**config.mk**
```make
export PLATFORM = sky130hd
export DESIGN_NAME = expression_tree_poly_hash_unit
export DESIGN_NICKNAME = d
export VERILOG_FILES = /design/src/rtl/ethash_pkg.sv /design/src/rtl/ethash_modmul.sv /design/src/rtl/expression_tree_poly_hash_unit.sv
export SDC_FILE = /design/constraint.sdc
export NUM_CORES = 2
export LEC_CHECK = 0
export BUFFER_PORTS_ARGS = -buffer_cell sky130_fd_sc_hd__buf_4
export CAP_MARGIN = 20
export CELL_PAD_IN_SITES_DETAIL_PLACEMENT = 1
export CELL_PAD_IN_SITES_GLOBAL_PLACEMENT = 1
export CORE_UTILIZATION = 50
export DETAILED_ROUTE_END_ITERATION = 10
export GPL_ROUTABILITY_DRIVEN = 0
export GPL_TIMING_DRIVEN = 0
export PLACE_DENSITY = 0.8
export RECOVER_POWER = 25
export SYNTH_ARGS = -nofsm -noshare
export SYNTH_HDL_FRONTEND = slang
export SYNTH_SLANG_ARGS = --single-unit
```
**constraint.sdc**
```tcl
create_clock -name clk -period 17.6 [get_ports clk]
set_input_delay 5.28 -clock clk [delete_from_list [all_inputs] [get_ports clk]]
set_output_delay 5.28 -clock clk [all_outputs]
set_load 0.05 [all_outputs]
```
**src/rtl/ethash_pkg.sv**
```systemverilog
// Package with shared types, constants and the sequencer state type for the node hash unit.
package ethash_pkg;

    localparam int unsigned DataWidth = 32;
    localparam logic [31:0] ModulusReset = 32'd1000000007;
    localparam logic [31:0] MultiplierReset = 32'd31;
    localparam logic [15:0] LeafMix = 16'hFEDC;
    localparam logic [15:0] BinaryMix = 16'hAAAA;

    localparam logic [0:0] RegModulus = 1'b0;
    localparam logic [0:0] RegMultiplier = 1'b1;

    localparam logic [1:0] ModeLeaf = 2'd0;
    localparam logic [1:0] ModeUnary = 2'd1;

    // States of the shared modular multiplier.
    typedef enum logic [1:0] {
        MUL_IDLE,
        MUL_RUN
    } mul_state_t;

    typedef enum logic [4:0] {
        ST_IDLE,
        ST_CH_FWD,
        ST_CH_REV,
        ST_CH_POW,
        ST_LAST_CHK,
        ST_F1,
        ST_P1_BASE,
        ST_P1_SQ,
        ST_P1_MUL,
        ST_P2_BASE,
        ST_P2_SQ,
        ST_P2_MUL,
        ST_RP1,
        ST_F2,
        ST_I2,
        ST_RV,
        ST_MIX,
        ST_OUT
    } seq_state_t;

    typedef struct packed {
        logic        start;
        logic [31:0] a;
        logic [31:0] b;
        logic [31:0] addend;
    } mul_req_t;

    typedef struct packed {
        logic        done;
        logic [31:0] result;
    } mul_rsp_t;

endpackage

```
**src/rtl/ethash_modmul.sv**
```systemverilog
// Bit-serial modular multiplier: (a*b + addend) mod m, one bit of b per cycle.
module ethash_modmul (
    input  logic                clk,
    input  logic                rst_n,
    input  logic [31:0]         modulus,
    input  ethash_pkg::mul_req_t req,
    output ethash_pkg::mul_rsp_t rsp
);
    import ethash_pkg::*;

    mul_state_t  state_reg, state_next;
    logic [32:0] acc_reg, acc_next;
    logic [32:0] a_reg, a_next;
    logic [31:0] b_reg, b_next;
    logic [31:0] d_reg, d_next;
    logic [5:0]  cnt_reg, cnt_next;
    logic [32:0] m_ext;
    logic [33:0] dbl;
    logic [33:0] dbl_add;
    logic [32:0] dbl_red;
    logic [33:0] sum_raw;
    logic [32:0] a_red;

    // A zero modulus stands for 2^32.
    assign m_ext = (modulus == 32'd0) ? {1'b1, 32'd0} : {1'b0, modulus};

    always_comb
    begin
        a_red = ({1'b0, req.a} >= m_ext) ? ({1'b0, req.a} - m_ext) : {1'b0, req.a};
        dbl = {acc_reg, 1'b0};
        dbl_red = (dbl >= {1'b0, m_ext}) ? 33'(dbl - {1'b0, m_ext}) : dbl[32:0];
        sum_raw = {1'b0, dbl_red} + (b_reg[31] ? {1'b0, a_reg} : 34'd0)
                  + {33'd0, d_reg[31]};
        dbl_add = (sum_raw >= {1'b0, m_ext}) ? (sum_raw - {1'b0, m_ext}) : sum_raw;
        state_next = state_reg;
        acc_next = acc_reg;
        a_next = a_reg;
        b_next = b_reg;
        d_next = d_reg;
        cnt_next = cnt_reg;
        rsp.done = 1'b0;
        rsp.result = acc_reg[31:0];
        case (state_reg)
            MUL_IDLE:
            begin
                if (req.start)
                begin
                    // Horner over the bits of b and of the addend, most significant first.
                    acc_next = 33'd0;
                    a_next = a_red;
                    b_next = req.b;
                    d_next = req.addend;
                    cnt_next = 6'd0;
                    state_next = MUL_RUN;
                end
            end
            MUL_RUN:
            begin
                acc_next = dbl_add[32:0];
                b_next = {b_reg[30:0], 1'b0};
                d_next = {d_reg[30:0], 1'b0};
                cnt_next = cnt_reg + 6'd1;
                if (cnt_reg == 6'd31)
                begin
                    state_next = MUL_IDLE;
                end
            end
            default:
            begin
                state_next = MUL_IDLE;
            end
        endcase
        if (state_reg == MUL_IDLE && !req.start && cnt_reg == 6'd32)
        begin
            rsp.done = 1'b1;
        end
        if (state_reg == MUL_RUN && cnt_reg == 6'd31)
        begin
            cnt_next = 6'd32;
        end
        if (state_reg == MUL_IDLE && cnt_reg == 6'd32 && !req.start)
        begin
            cnt_next = 6'd0;
        end
    end

    always_ff @(posedge clk or negedge rst_n)
    begin
        if (!rst_n)
        begin
            state_reg <= MUL_IDLE;
            cnt_reg <= 6'd0;
        end
        else
        begin
            state_reg <= state_next;
            cnt_reg <= cnt_next;
        end
    end

    always_ff @(posedge clk)
    begin
        acc_reg <= acc_next;
        a_reg <= a_next;
        b_reg <= b_next;
        d_reg <= d_next;
    end

endmodule

```
**src/rtl/expression_tree_poly_hash_unit.sv**
```systemverilog
// Top level of the expression-tree node hash: sequencer, state registers and output register.
//
//  channel | direction | handshake            | payload
//  --------+-----------+----------------------+-------------------------------------------
//  in      | input     | in_valid / in_ready  | mode, char_code, last_char, child triples
//  out     | output    | out_valid/ out_ready | forward, reverse, mixed, length, table hash
//  cfg     | input     | cfg_valid/ cfg_ready | cfg_index (0 modulus, 1 multiplier), data
//
// Every modular product goes through one bit-serial multiplier, so an ordinary character
// holds the input for three products, a decision state and the idle state that takes the
// next beat. The last character adds one product per child term, one multiplier
// reduction and 64 square-and-multiply steps per child power.
// Reset clears the sums, the count and the output valid flag and sets the power to one at once.
// The input is not taken while an item is in work or a result waits in the
// output register; a stalled output beat simply holds.
module expression_tree_poly_hash_unit (
    input  logic        clk,
    input  logic        rst_n,
    input  logic        in_valid,
    output logic        in_ready,
    input  logic [1:0]  mode,
    input  logic [6:0]  char_code,
    input  logic        last_char,
    input  logic [31:0] first_forward,
    input  logic [31:0] first_reverse,
    input  logic [31:0] first_length,
    input  logic [31:0] second_forward,
    input  logic [31:0] second_reverse,
    input  logic [31:0] second_length,
    output logic        out_valid,
    input  logic        out_ready,
    output logic [31:0] forward_value,
    output logic [31:0] reverse_value,
    output logic [31:0] mixed_value,
    output logic [31:0] total_length,
    output logic [32:0] table_hash,
    input  logic        cfg_valid,
    output logic        cfg_ready,
    input  logic        cfg_index,
    input  logic [31:0] cfg_data
);
    import ethash_pkg::*;

    seq_state_t  state_reg, state_next;
    logic [31:0] modulus_reg, multiplier_reg;
    logic [31:0] fsum_reg, fsum_next;
    logic [31:0] rsum_reg, rsum_next;
    logic [31:0] rpow_reg, rpow_next;
    logic [31:0] count_reg, count_next;
    // Captured item.
    logic [1:0]  mode_reg;
    logic [6:0]  char_reg;
    logic        last_reg;
    logic [31:0] f1_reg, r1_reg, l1_reg, f2_reg, r2_reg, l2_reg;
    // Working registers for the last character.
    logic [31:0] fw_reg, fw_next;
    logic [31:0] init_reg, init_next;
    logic [31:0] pw_reg, pw_next;
    logic [31:0] base_reg, base_next;
    logic [31:0] exp_reg, exp_next;
    logic [5:0]  bit_reg, bit_next;
    logic        busy_reg;
    logic        out_valid_reg, out_valid_next;
    logic [31:0] ofw_reg, orv_reg, omix_reg, olen_reg;
    logic [32:0] otab_reg;
    logic [31:0] ofw_next, orv_next, omix_next, olen_next;
    logic [32:0] otab_next;
    mul_req_t    req;
    mul_rsp_t    rsp;
    logic        take;
    logic [31:0] one_red;
    logic [32:0] len_sum;
    logic [31:0] mix_raw;
    logic [31:0] low_val;
    logic [31:0] rv_tmp;

    ethash_modmul u_mul (
        .clk     (clk),
        .rst_n   (rst_n),
        .modulus (modulus_reg),
        .req     (req),
        .rsp     (rsp)
    );

    assign in_ready = (state_reg == ST_IDLE) && !out_valid_reg;
    assign take = in_valid && in_ready;
    assign cfg_ready = 1'b1;
    assign one_red = (modulus_reg == 32'd1) ? 32'd0 : 32'd1;

    assign out_valid = out_valid_reg;
    assign forward_value = ofw_reg;
    assign reverse_value = orv_reg;
    assign mixed_value = omix_reg;
    assign total_length = olen_reg;
    assign table_hash = otab_reg;

    always_comb
    begin
        state_next = state_reg;
        fsum_next = fsum_reg;
        rsum_next = rsum_reg;
        rpow_next = rpow_reg;
        count_next = count_reg;
        fw_next = fw_reg;
        init_next = init_reg;
        pw_next = pw_reg;
        base_next = base_reg;
        exp_next = exp_reg;
        bit_next = bit_reg;
        out_valid_next = out_valid_reg;
        ofw_next = ofw_reg;
        orv_next = orv_reg;
        omix_next = omix_reg;
        olen_next = olen_reg;
        otab_next = otab_reg;
        req = '0;
        len_sum = 33'd0;
        mix_raw = 32'd0;
        low_val = 32'd0;
        rv_tmp = 32'd0;
        if (out_valid_reg && out_ready)
        begin
            out_valid_next = 1'b0;
        end
        case (state_reg)
            ST_IDLE:
            begin
                if (take)
                begin
                    state_next = ST_CH_FWD;
                end
            end
            ST_CH_FWD:
            begin
                // forward_sum * M + c
                req.a = fsum_reg;
                req.b = multiplier_reg;
                req.addend = {25'd0, char_reg};
                req.start = !busy_reg;
                if (rsp.done)
                begin
                    fsum_next = rsp.result;
                    state_next = ST_CH_REV;
                end
            end
            ST_CH_REV:
            begin
                // The character goes on the serial side so that it needs no reduction.
                req.a = rpow_reg;
                req.b = {25'd0, char_reg};
                req.addend = rsum_reg;
                req.start = !busy_reg;
                if (rsp.done)
                begin
                    rsum_next = rsp.result;
                    state_next = ST_CH_POW;
                end
            end
            ST_CH_POW:
            begin
                req.a = rpow_reg;
                req.b = multiplier_reg;
                req.start = !busy_reg;
                if (rsp.done)
                begin
                    rpow_next = rsp.result;
                    count_next = (count_reg == 32'hFFFF_FFFF) ? count_reg : count_reg + 32'd1;
                    state_next = ST_LAST_CHK;
                end
            end
            ST_LAST_CHK:
            begin
                fw_next = fsum_reg;
                init_next = 32'd0;
                if (!last_reg)
                begin
                    state_next = ST_IDLE;
                end
                else if (mode_reg == ModeLeaf)
                begin
                    state_next = ST_RV;
                end
                else
                begin
                    state_next = ST_F1;
                end
            end
            ST_F1:
            begin
                // fw += R * f1
                req.a = rpow_reg;
                req.b = f1_reg;
                req.addend = fw_reg;
                req.start = !busy_reg;
                if (rsp.done)
                begin
                    fw_next = rsp.result;
                    if (mode_reg == ModeUnary)
                    begin
                        init_next = r1_reg;
                        state_next = ST_RV;
                    end
                    else
                    begin
                        pw_next = one_red;
                        exp_next = l1_reg;
                        bit_next = 6'd0;
                        state_next = ST_P1_BASE;
                    end
                end
            end
            ST_P1_BASE, ST_P2_BASE:
            begin
                // The multiplier is reduced once before it is squared.
                req.a = one_red;
                req.b = multiplier_reg;
                req.start = !busy_reg;
                if (rsp.done)
                begin
                    base_next = rsp.result;
                    state_next = (state_reg == ST_P1_BASE) ? ST_P1_MUL : ST_P2_MUL;
                end
            end
            ST_P1_MUL, ST_P2_MUL:
            begin
                // Square-and-multiply, low exponent bit first.
                req.a = pw_reg;
                req.b = exp_reg[0] ? base_reg : one_red;
                req.start = !busy_reg;
                if (rsp.done)
                begin
                    pw_next = rsp.result;
                    state_next = (state_reg == ST_P1_MUL) ? ST_P1_SQ : ST_P2_SQ;
                end
            end
            ST_P1_SQ, ST_P2_SQ:
            begin
                req.a = base_reg;
                req.b = base_reg;
                req.start = !busy_reg;
                if (rsp.done)
                begin
                    base_next = rsp.result;
                    exp_next = {1'b0, exp_reg[31:1]};
                    bit_next = bit_reg + 6'd1;
                    if (bit_reg == 6'd31)
                    begin
                        state_next = (state_reg == ST_P1_SQ) ? ST_RP1 : ST_I2;
                    end
                    else
                    begin
                        state_next = (state_reg == ST_P1_SQ) ? ST_P1_MUL : ST_P2_MUL;
                    end
                end
            end
            ST_RP1:
            begin
                req.a = rpow_reg;
                req.b = pw_reg;
                req.start = !busy_reg;
                if (rsp.done)
                begin
                    pw_next = rsp.result;
                    state_next = ST_F2;
                end
            end
            ST_F2:
            begin
                req.a = pw_reg;
                req.b = f2_reg;
                req.addend = fw_reg;
                req.start = !busy_reg;
                if (rsp.done)
                begin
                    fw_next = rsp.result;
                    pw_next = one_red;
                    exp_next = l2_reg;
                    bit_next = 6'd0;
                    state_next = ST_P2_BASE;
                end
            end
            ST_I2:
            begin
                req.a = pw_reg;
                req.b = r1_reg;
                req.addend = r2_reg;
                req.start = !busy_reg;
                if (rsp.done)
                begin
                    init_next = rsp.result;
                    state_next = ST_RV;
                end
            end
            ST_RV:
            begin
                // A unary child's reverse hash may exceed the modulus, so it goes serial.
                req.a = rpow_reg;
                req.b = init_reg;
                req.addend = rsum_reg;
                req.start = !busy_reg;
                if (rsp.done)
                begin
                    init_next = rsp.result;
                    state_next = ST_MIX;
                end
            end
            ST_MIX:
            begin
                rv_tmp = init_reg;
                if (mode_reg == ModeLeaf)
                begin
                    mix_raw = fw_reg ^ {16'd0, LeafMix};
                end
                else if (mode_reg == ModeUnary)
                begin
                    mix_raw = fw_reg ^ rv_tmp;
                end
                else
                begin
                    mix_raw = (fw_reg & rv_tmp) ^ {16'd0, BinaryMix};
                end
                // mix_raw < 2^32 and fw,rv < m, but the mix can still reach or exceed m,
                // so a serial reduction in ST_OUT handles the general case.
                omix_next = mix_raw;
                ofw_next = fw_reg;
                orv_next = rv_tmp;
                len_sum = {1'b0, count_reg};
                if (mode_reg != ModeLeaf)
                begin
                    len_sum = {1'b0, count_reg} + {1'b0, l1_reg};
                    if (len_sum[32])
                    begin
                        len_sum = 33'h0_FFFF_FFFF;
                    end
                    if (mode_reg != ModeUnary)
                    begin
                        len_sum = {1'b0, len_sum[31:0]} + {1'b0, l2_reg};
                        if (len_sum[32])
                        begin
                            len_sum = 33'h0_FFFF_FFFF;
                        end
                    end
                end
                olen_next = len_sum[31:0];
                state_next = ST_OUT;
            end
            ST_OUT:
            begin
                // Reduce the mix through the multiplier: 1 * mix mod m.
                req.a = one_red;
                req.b = omix_reg;
                req.start = !busy_reg;
                if (rsp.done)
                begin
                    omix_next = rsp.result;
                    low_val = 32'(ofw_reg * 32'd29) + 32'({orv_reg[27:0], 4'd0} * 32'd13);
                    otab_next = {1'b0, low_val} + {1'b0, (rsp.result & olen_reg) >> 3};
                    out_valid_next = 1'b1;
                    fsum_next = 32'd0;
                    rsum_next = 32'd0;
                    rpow_next = 32'd1;
                    count_next = 32'd0;
                    state_next = ST_IDLE;
                end
            end
            default:
            begin
                state_next = ST_IDLE;
            end
        endcase
    end

    always_ff @(posedge clk or negedge rst_n)
    begin
        if (!rst_n)
        begin
            state_reg <= ST_IDLE;
            modulus_reg <= ModulusReset;
            multiplier_reg <= MultiplierReset;
            fsum_reg <= 32'd0;
            rsum_reg <= 32'd0;
            rpow_reg <= 32'd1;
            count_reg <= 32'd0;
            out_valid_reg <= 1'b0;
            busy_reg <= 1'b0;
        end
        else
        begin
            state_reg <= state_next;
            fsum_reg <= fsum_next;
            rsum_reg <= rsum_next;
            rpow_reg <= rpow_next;
            count_reg <= count_next;
            out_valid_reg <= out_valid_next;
            // The multiplier is started once per step; busy drops when it answers.
            if (req.start)
            begin
                busy_reg <= 1'b1;
            end
            else if (rsp.done)
            begin
                busy_reg <= 1'b0;
            end
            if (cfg_valid && cfg_ready)
            begin
                if (cfg_index == RegModulus)
                begin
                    modulus_reg <= cfg_data;
                end
                else
                begin
                    multiplier_reg <= cfg_data;
                end
            end
        end
    end

    always_ff @(posedge clk)
    begin
        if (take)
        begin
            mode_reg <= mode;
            char_reg <= char_code;
            last_reg <= last_char;
            f1_reg <= first_forward;
            r1_reg <= first_reverse;
            l1_reg <= first_length;
            f2_reg <= second_forward;
            r2_reg <= second_reverse;
            l2_reg <= second_length;
        end
        fw_reg <= fw_next;
        init_reg <= init_next;
        pw_reg <= pw_next;
        base_reg <= base_next;
        exp_reg <= exp_next;
        bit_reg <= bit_next;
        ofw_reg <= ofw_next;
        orv_reg <= orv_next;
        omix_reg <= omix_next;
        olen_reg <= olen_next;
        otab_reg <= otab_next;
    end

endmodule

```
---- Yosys cells after proc, flatten, opt, wreduce, memory -nomap -nowiden ----
Index checks and enable logic that the tools add are counted.
storage, ports and cells
  word-level logic and storage cells ...... 245
  input port bits ......................... 240
  output and inout port bits .............. 164
  register bits ........................... 866
cells by class
  reductions and logical operators ........ 53
  multiplexer cells ....................... 86
  order comparisons ....................... 3
  equality and inequality tests ........... 47
  multipliers ............................. 2
  bitwise gates (word level) .............. 6
  add/subtract/negate cells ............... 12
operator list
  cell                     count
  $mux W32                 26
  $pmux W65 S12            1
  $pmux W32 S2             8
  $pmux W32 S3             3
  $mux W33                 5
  $pmux W32 S4             1
  $pmux W5 S15             1
  $ge A34 B33 Y1           2
  $add A32 B32 Y33         2
  $pmux W33 S2             1
  $sub A33 B33 Y33         2
  $mux W5                  13
  $and A32 B32 Y32         2
  $mux W6                  7
  $eq A5 B4 Y1 const B     8
  $add A33 B34 Y34         1
  $add A34 B1 Y34          1
  $add A32 B29 Y33         1
  $ge A32 B33 Y1           1
  $sub A32 B33 Y33         1
  $add A32 B1 Y32 const B  1
  $add A32 B32 Y32         1
  $eq A32 B1 Y1 const B    1
  $eq A32 B32 Y1 const B   1
  40 further kinds         118

---- Logic depth before layout (Yosys ltp) ----
  depth in word-level cells ............... 10
  depth in mapped cells ................... 40

---- Cells and area by module ----
From an unflattened synthesis, not the netlist that was laid out.
unflattened totals
  cells, all modules ...................... 5148
  area total of the unflattened synthesis .. 55044.0 sq um
by module, submodules not included
  module                          area each (sq um)  seq. area each (sq um)  instances  cells each
  expression_tree_poly_hash_unit  41652.4            20892.5                 1          3711
  ethash_modmul                   13391.6            4078.9                  1          1437

---- Worst setup path before layout ----
Ideal clock, no wire load.
  kind .................................... input port to flip-flop
  from .................................... input port in_valid
  to ...................................... register char_reg[0], enable pin
  stages on the path ...................... 2
  setup slack ............................. 6899 ps
  path buffers ............................ 0
  arrival ................................. 10113 ps
  path through ............................ nor2b_1 > and3_1
on the way
  word-level cells in the longest chain between the ends .. 1
ends and longest elaborated chain
  what                  line                                   text
  from (decl)           expression_tree_poly_hash_unit.sv:19   input logic in_valid,
  $logic_and A1 B1 Y1   expression_tree_poly_hash_unit.sv:86   assign take = in_valid && in_ready;
  named net take        expression_tree_poly_hash_unit.sv:70   logic take;
  to (signal assigned)  expression_tree_poly_hash_unit.sv:423  char_reg <= char_code;
  to (decl)             expression_tree_poly_hash_unit.sv:52   logic [6:0] char_reg;
The timed path passes the listed nets, and every way through them passes these cells.
A chain may end at the register's enable or synchronous reset.

---- Worst setup path in the final report ----
  from .................................... register modulus_reg[25]
  to ...................................... register u_mul.acc_reg[32], data pin
on the way
  word-level cells in the longest chain between the ends .. 9
  elaborated cells on any way between the ends .. 11
ends and longest elaborated chain
  what                                                       line                                   text
  from (decl)                                                expression_tree_poly_hash_unit.sv:45   logic [31:0] modulus_reg, multiplier_reg;
  from (signal assigned)                                     expression_tree_poly_hash_unit.sv:378  modulus_reg <= ModulusReset;
  from (signal assigned)                                     expression_tree_poly_hash_unit.sv:408  modulus_reg <= cfg_data;
  $logic_not A32 Y1                                          ethash_modmul.sv:25                    assign m_ext = (modulus == 32'd0) ? {1'b1, 32'd0} : {1'b0, modulus};
  $mux W33 *                                                 ethash_modmul.sv:25
  $sub A33 B33 Y33 / $ge A34 B33 Y1 (equally long branches)  ethash_modmul.sv:31                    dbl_red = (dbl >= {1'b0, m_ext}) ? 33'(dbl - {1'b0, m_ext}) : dbl[32:0];
  $mux W33                                                   ethash_modmul.sv:31
  $add A33 B34 Y34                                           ethash_modmul.sv:32                    sum_raw = {1'b0, dbl_red} + (b_reg[31] ? {1'b0, a_reg} : 34'd0)
  $add A34 B1 Y34                                            ethash_modmul.sv:33                    + {33'd0, d_reg[31]};
  $sub A33 B33 Y33 / $ge A34 B33 Y1 (equally long branches)  ethash_modmul.sv:34                    dbl_add = (sum_raw >= {1'b0, m_ext}) ? (sum_raw - {1'b0, m_ext}) : sum_raw;
  $mux W33 *                                                 ethash_modmul.sv:34
  $pmux W33 S2 *                                             ethash_modmul.sv:43                    case (state_reg)
  to (signal assigned)                                       ethash_modmul.sv:103                   acc_reg <= acc_next;
  to (decl)                                                  ethash_modmul.sv:12                    logic [32:0] acc_reg, acc_next;
Mark *: on every way between the ends. The rest lies on a longest branch, timed or not.

==> results.md <==
- Clock sink count: 865
- FF-to-FF path depth: 37
- CP peak stage delay: 850 ps
- Fraction of registers with async set/reset: 23.8%
- Failing checks: capacitance limit, slew limit
- Slew Viols, Final: 231
- Placed Cells: 6889
- Post-route insts no fill: 7079
- Sequential Area: 25000 um2
- Final WL: 206000 um
- Maximum vdd drop: 0.000236 V
- Final Cycle Share: 59.6%
- Crit. End Element: register
- Logic pwr share: 58.7%
- Pint: 6.98 mW
- WS Path Type: reg2reg
- Fillers: 11500
- Synth top area share: 36.6%
- Ys Warns: 0
- H-tree depth: 3
- CTS tree: built
- Clk Latency, worst-skew pair: 720 ps
- Post-Syn Nets: 5788
- Status: finished with violations
- Area grow syn2layout: 15.5%
- I/O pin cnt: 404
- Area occupied by multi-input gates: 26700 um2
- List of most frequent post-synthesis cells: 659 x edfxtp_1, 460 x nand2_1, 386 x inv_1
- CP Launch Type: register
- Final net count: 6307
- Die ar.: 109000 um2
- DRC violations left: 0
- CTS resizes: 0
- Worst-path clk slew: 60 ps
- Starting Density: 50.5%
- Syn Area/Cell: 10.7 um2
- Switching Fraction: 45.2%
- Total power: 12.7 mW
- Wire per inst: 29.1 um
- Reg2reg end: u_mul.acc_reg[32]$_SDFFCE_PN0P_
- Clk pwr share: 17.1%
- End of the critical path: u_mul.acc_reg[32]$_SDFFCE_PN0P_
- First-pass GRT wire length: 300000 um
- FP Rows: 120
- Post-CTS Setup Bufs: 0
- Fin. Hold Viols: 0
- Synth Cell Area: 54000 um2
- # setup viols final: 0
- Worst r2r src: modulus_reg[25]$_DFFE_PN1P_
- MaxCap Viol Count: 7
- Core area: 107000 um2
- Fmax: 95.4 MHz
- Area contributors post-synth: edfxtp_1 37%, dfrtp_1 8.5%, ha_1 8.5%, fa_1 4.2%, nand2_1 3.2%
- Port bufs: 402
- Yosys cell types: 88
- Drt pass-1 iters: 9
- Die Wd: 331 um
- Synth area leader: edfxtp_1
- Slowest-stage cell, CP: nor3_1
- Leakage: 26.3 nW
- Top-count cell post-synth: edfxtp_1
- Most used DFF post-synth: edfxtp_1
- Worst min path class: reg2reg
- Psw: 5.76 mW
- Seq pwr share: 24.3%
- Grt ovf: 0
- Worst Path Required: 18060 ps
- Via count: 45800
- CTS max path bufs: 3
- Post-route antenna net violation count: 0
- Syn Inst Count: 5067
- Average via count per standard cell: 6.47
- Die H: 331 um
- # hold bufs at CTS: 0
- Clock Skew: 29.4 ps
- Minimum clock period after layout: 10480 ps
- RSZ-0062 raised after global routing: no
- Seq/Total Area, Yosys: 46.2%
- Largest net degree at the start of global routing: 109
- DR iter-0 viols: 5206
- TritonCTS Buffers: 98
- Initial antenna violation count: 6
- Pwr Density: 204 nW/um2
- CP max FO: 10
- Vias in the first global route: 46800
- Setup TNS: 0 ps
- Flop and latch count out of synthesis: 865
- Share of cells above drive strength 1: 13.4%
- Post-synth EDFFs: 659
- Dpl hpwl: 161000 um
- Rel. slew slack: -193%
- CTS root buf: clkbuf_16
- Worst Path Arrival: 10940 ps
- FF-to-FF setup slack: 7120 ps
- CP startpoint: modulus_reg[25]$_DFFE_PN1P_
- Least-Margin Pin Slew: 4390 ps
- GR Util All Layers: 37.2%
-- layout by cell type (no fill, tap or decap), types with 25 or more instances in the layout --
cell       synthesis  layout
nor3_1            60      59
inv_1            386     385
and2_1           112      91
xnor2_1          167     167
fa_1             113     113
edfxtp_1         659     659
a21oi_1          286     286
dfrtp_1          184     184
a211oi_1          51      51
a22o_1           133     133
a221o_1           30      30
o21ai_0          335     336
nand2_1          460     458
nand4_1           34      34
ha_1             368     368
mux2_2           107     106
nor2b_1           71      71
and3_1            29      28
xor2_1            92      92
a222oi_1          68      68
nand2b_1          43      42
a31oi_1           31      31
nand3_1          116     116
or3_1             25      25
o21a_1            61      61
a21o_1           105     105
clkbuf_16          0     101
a22oi_1           92      92
clkbuf_1         197     220
mux2i_1           52      52
nor2_1           220     218
buf_4              5     407
-- metrics by stage --
step / util, % / hold slack, ps / cell area (um2) / setup WS [ps]
floorplan: - / 453 / 54000 / 6900
detailed placement: 55.3 / 484 / 59200 / 7470
global placement: 54.9 / 483 / 58800 / 4370
global route: 58.3 / 513 / 62400 / 6620
CTS: 58.4 / 504 / 62500 / 7430
finish: 58.3 / 507 / 62400 / 7120
-- worst min path at each step --
stage	slack [ps]	endpoint	startpoint	depth (start not counted)
2_1_floorplan	450	reverse_value[3]$_DFFE_PP_	init_reg[3]$_DFFE_PP_	0
3_3_place_gp	480	rpow_reg[24]$_DFFE_PN0P_	rpow_reg[24]$_DFFE_PN0P_	1
3_5_place_dp	480	rpow_reg[6]$_DFFE_PN0P_	rpow_reg[6]$_DFFE_PN0P_	1
4_1_cts	500	rsum_reg[2]$_DFFE_PN0P_	rsum_reg[2]$_DFFE_PN0P_	1
5_1_grt	510	rsum_reg[1]$_DFFE_PN0P_	rsum_reg[1]$_DFFE_PN0P_	1
6_report	510	rsum_reg[2]$_DFFE_PN0P_	rsum_reg[2]$_DFFE_PN0P_	1
-- kinds of logic (layout without fill, tap and decap cells) --
family	after synthesis	after routing	synth area share [%]
adder cells (fa/ha/maj)	481	481	12.7
buffers and inverters	622	1226	4.44
flip-flops	865	865	46.2
AND/OR/NAND/NOR	1243	1243	11.0
XOR/XNOR	259	259	4.20
other	1	6	0.00694
AO/OA/AOI/OAI	1420	1420	17.9
multiplexers	176	176	3.55
-- cell type report --
class                           instances  share of cell area (%)
Multi-Input combinational cell       3580                    42.7
Sequential cell                       865                    40.0
Timing Repair Buffer                  419                    5.24
Clock buffer                          126                    4.29
Tap cell                             1403                    2.81
Inverter                              387                    2.33
Buffer                                235                    1.52
Clock inverter                         59                    1.06
Antenna cell                            5                  0.0200
-- per-layer routing --
layer	GRT usage, %	wire, um
met5	0	0
met3	8.83	21300
met2	57.0	91200
met1	48.9	81300
met4	19.7	12200
-- power groups by stage --
stage                     registers, mW  logic (mW)  clock network [mW]
after floorplan                    2.97        5.29                   0
after global placement             3.14        6.87                   0
after global routing               3.09        8.06                2.24
after CTS                          3.07        7.30                2.19
after detailed placement           3.11        7.23                   0
final                              3.09        7.47                2.18
-- worst max-delay path, delay by kind of cell (launching register included) --
family | cells | cell delay [ps]
AND/OR/NAND/NOR | 12 | 3550
AO/OA/AOI/OAI | 12 | 3180
adder cells (fa/ha/maj) | 4 | 1540
buffers and inverters | 8 | 1330
flip-flops | 1 | 370
XOR/XNOR | 1 | 210
No activity file was read; power rests on OpenSTA's default activity.
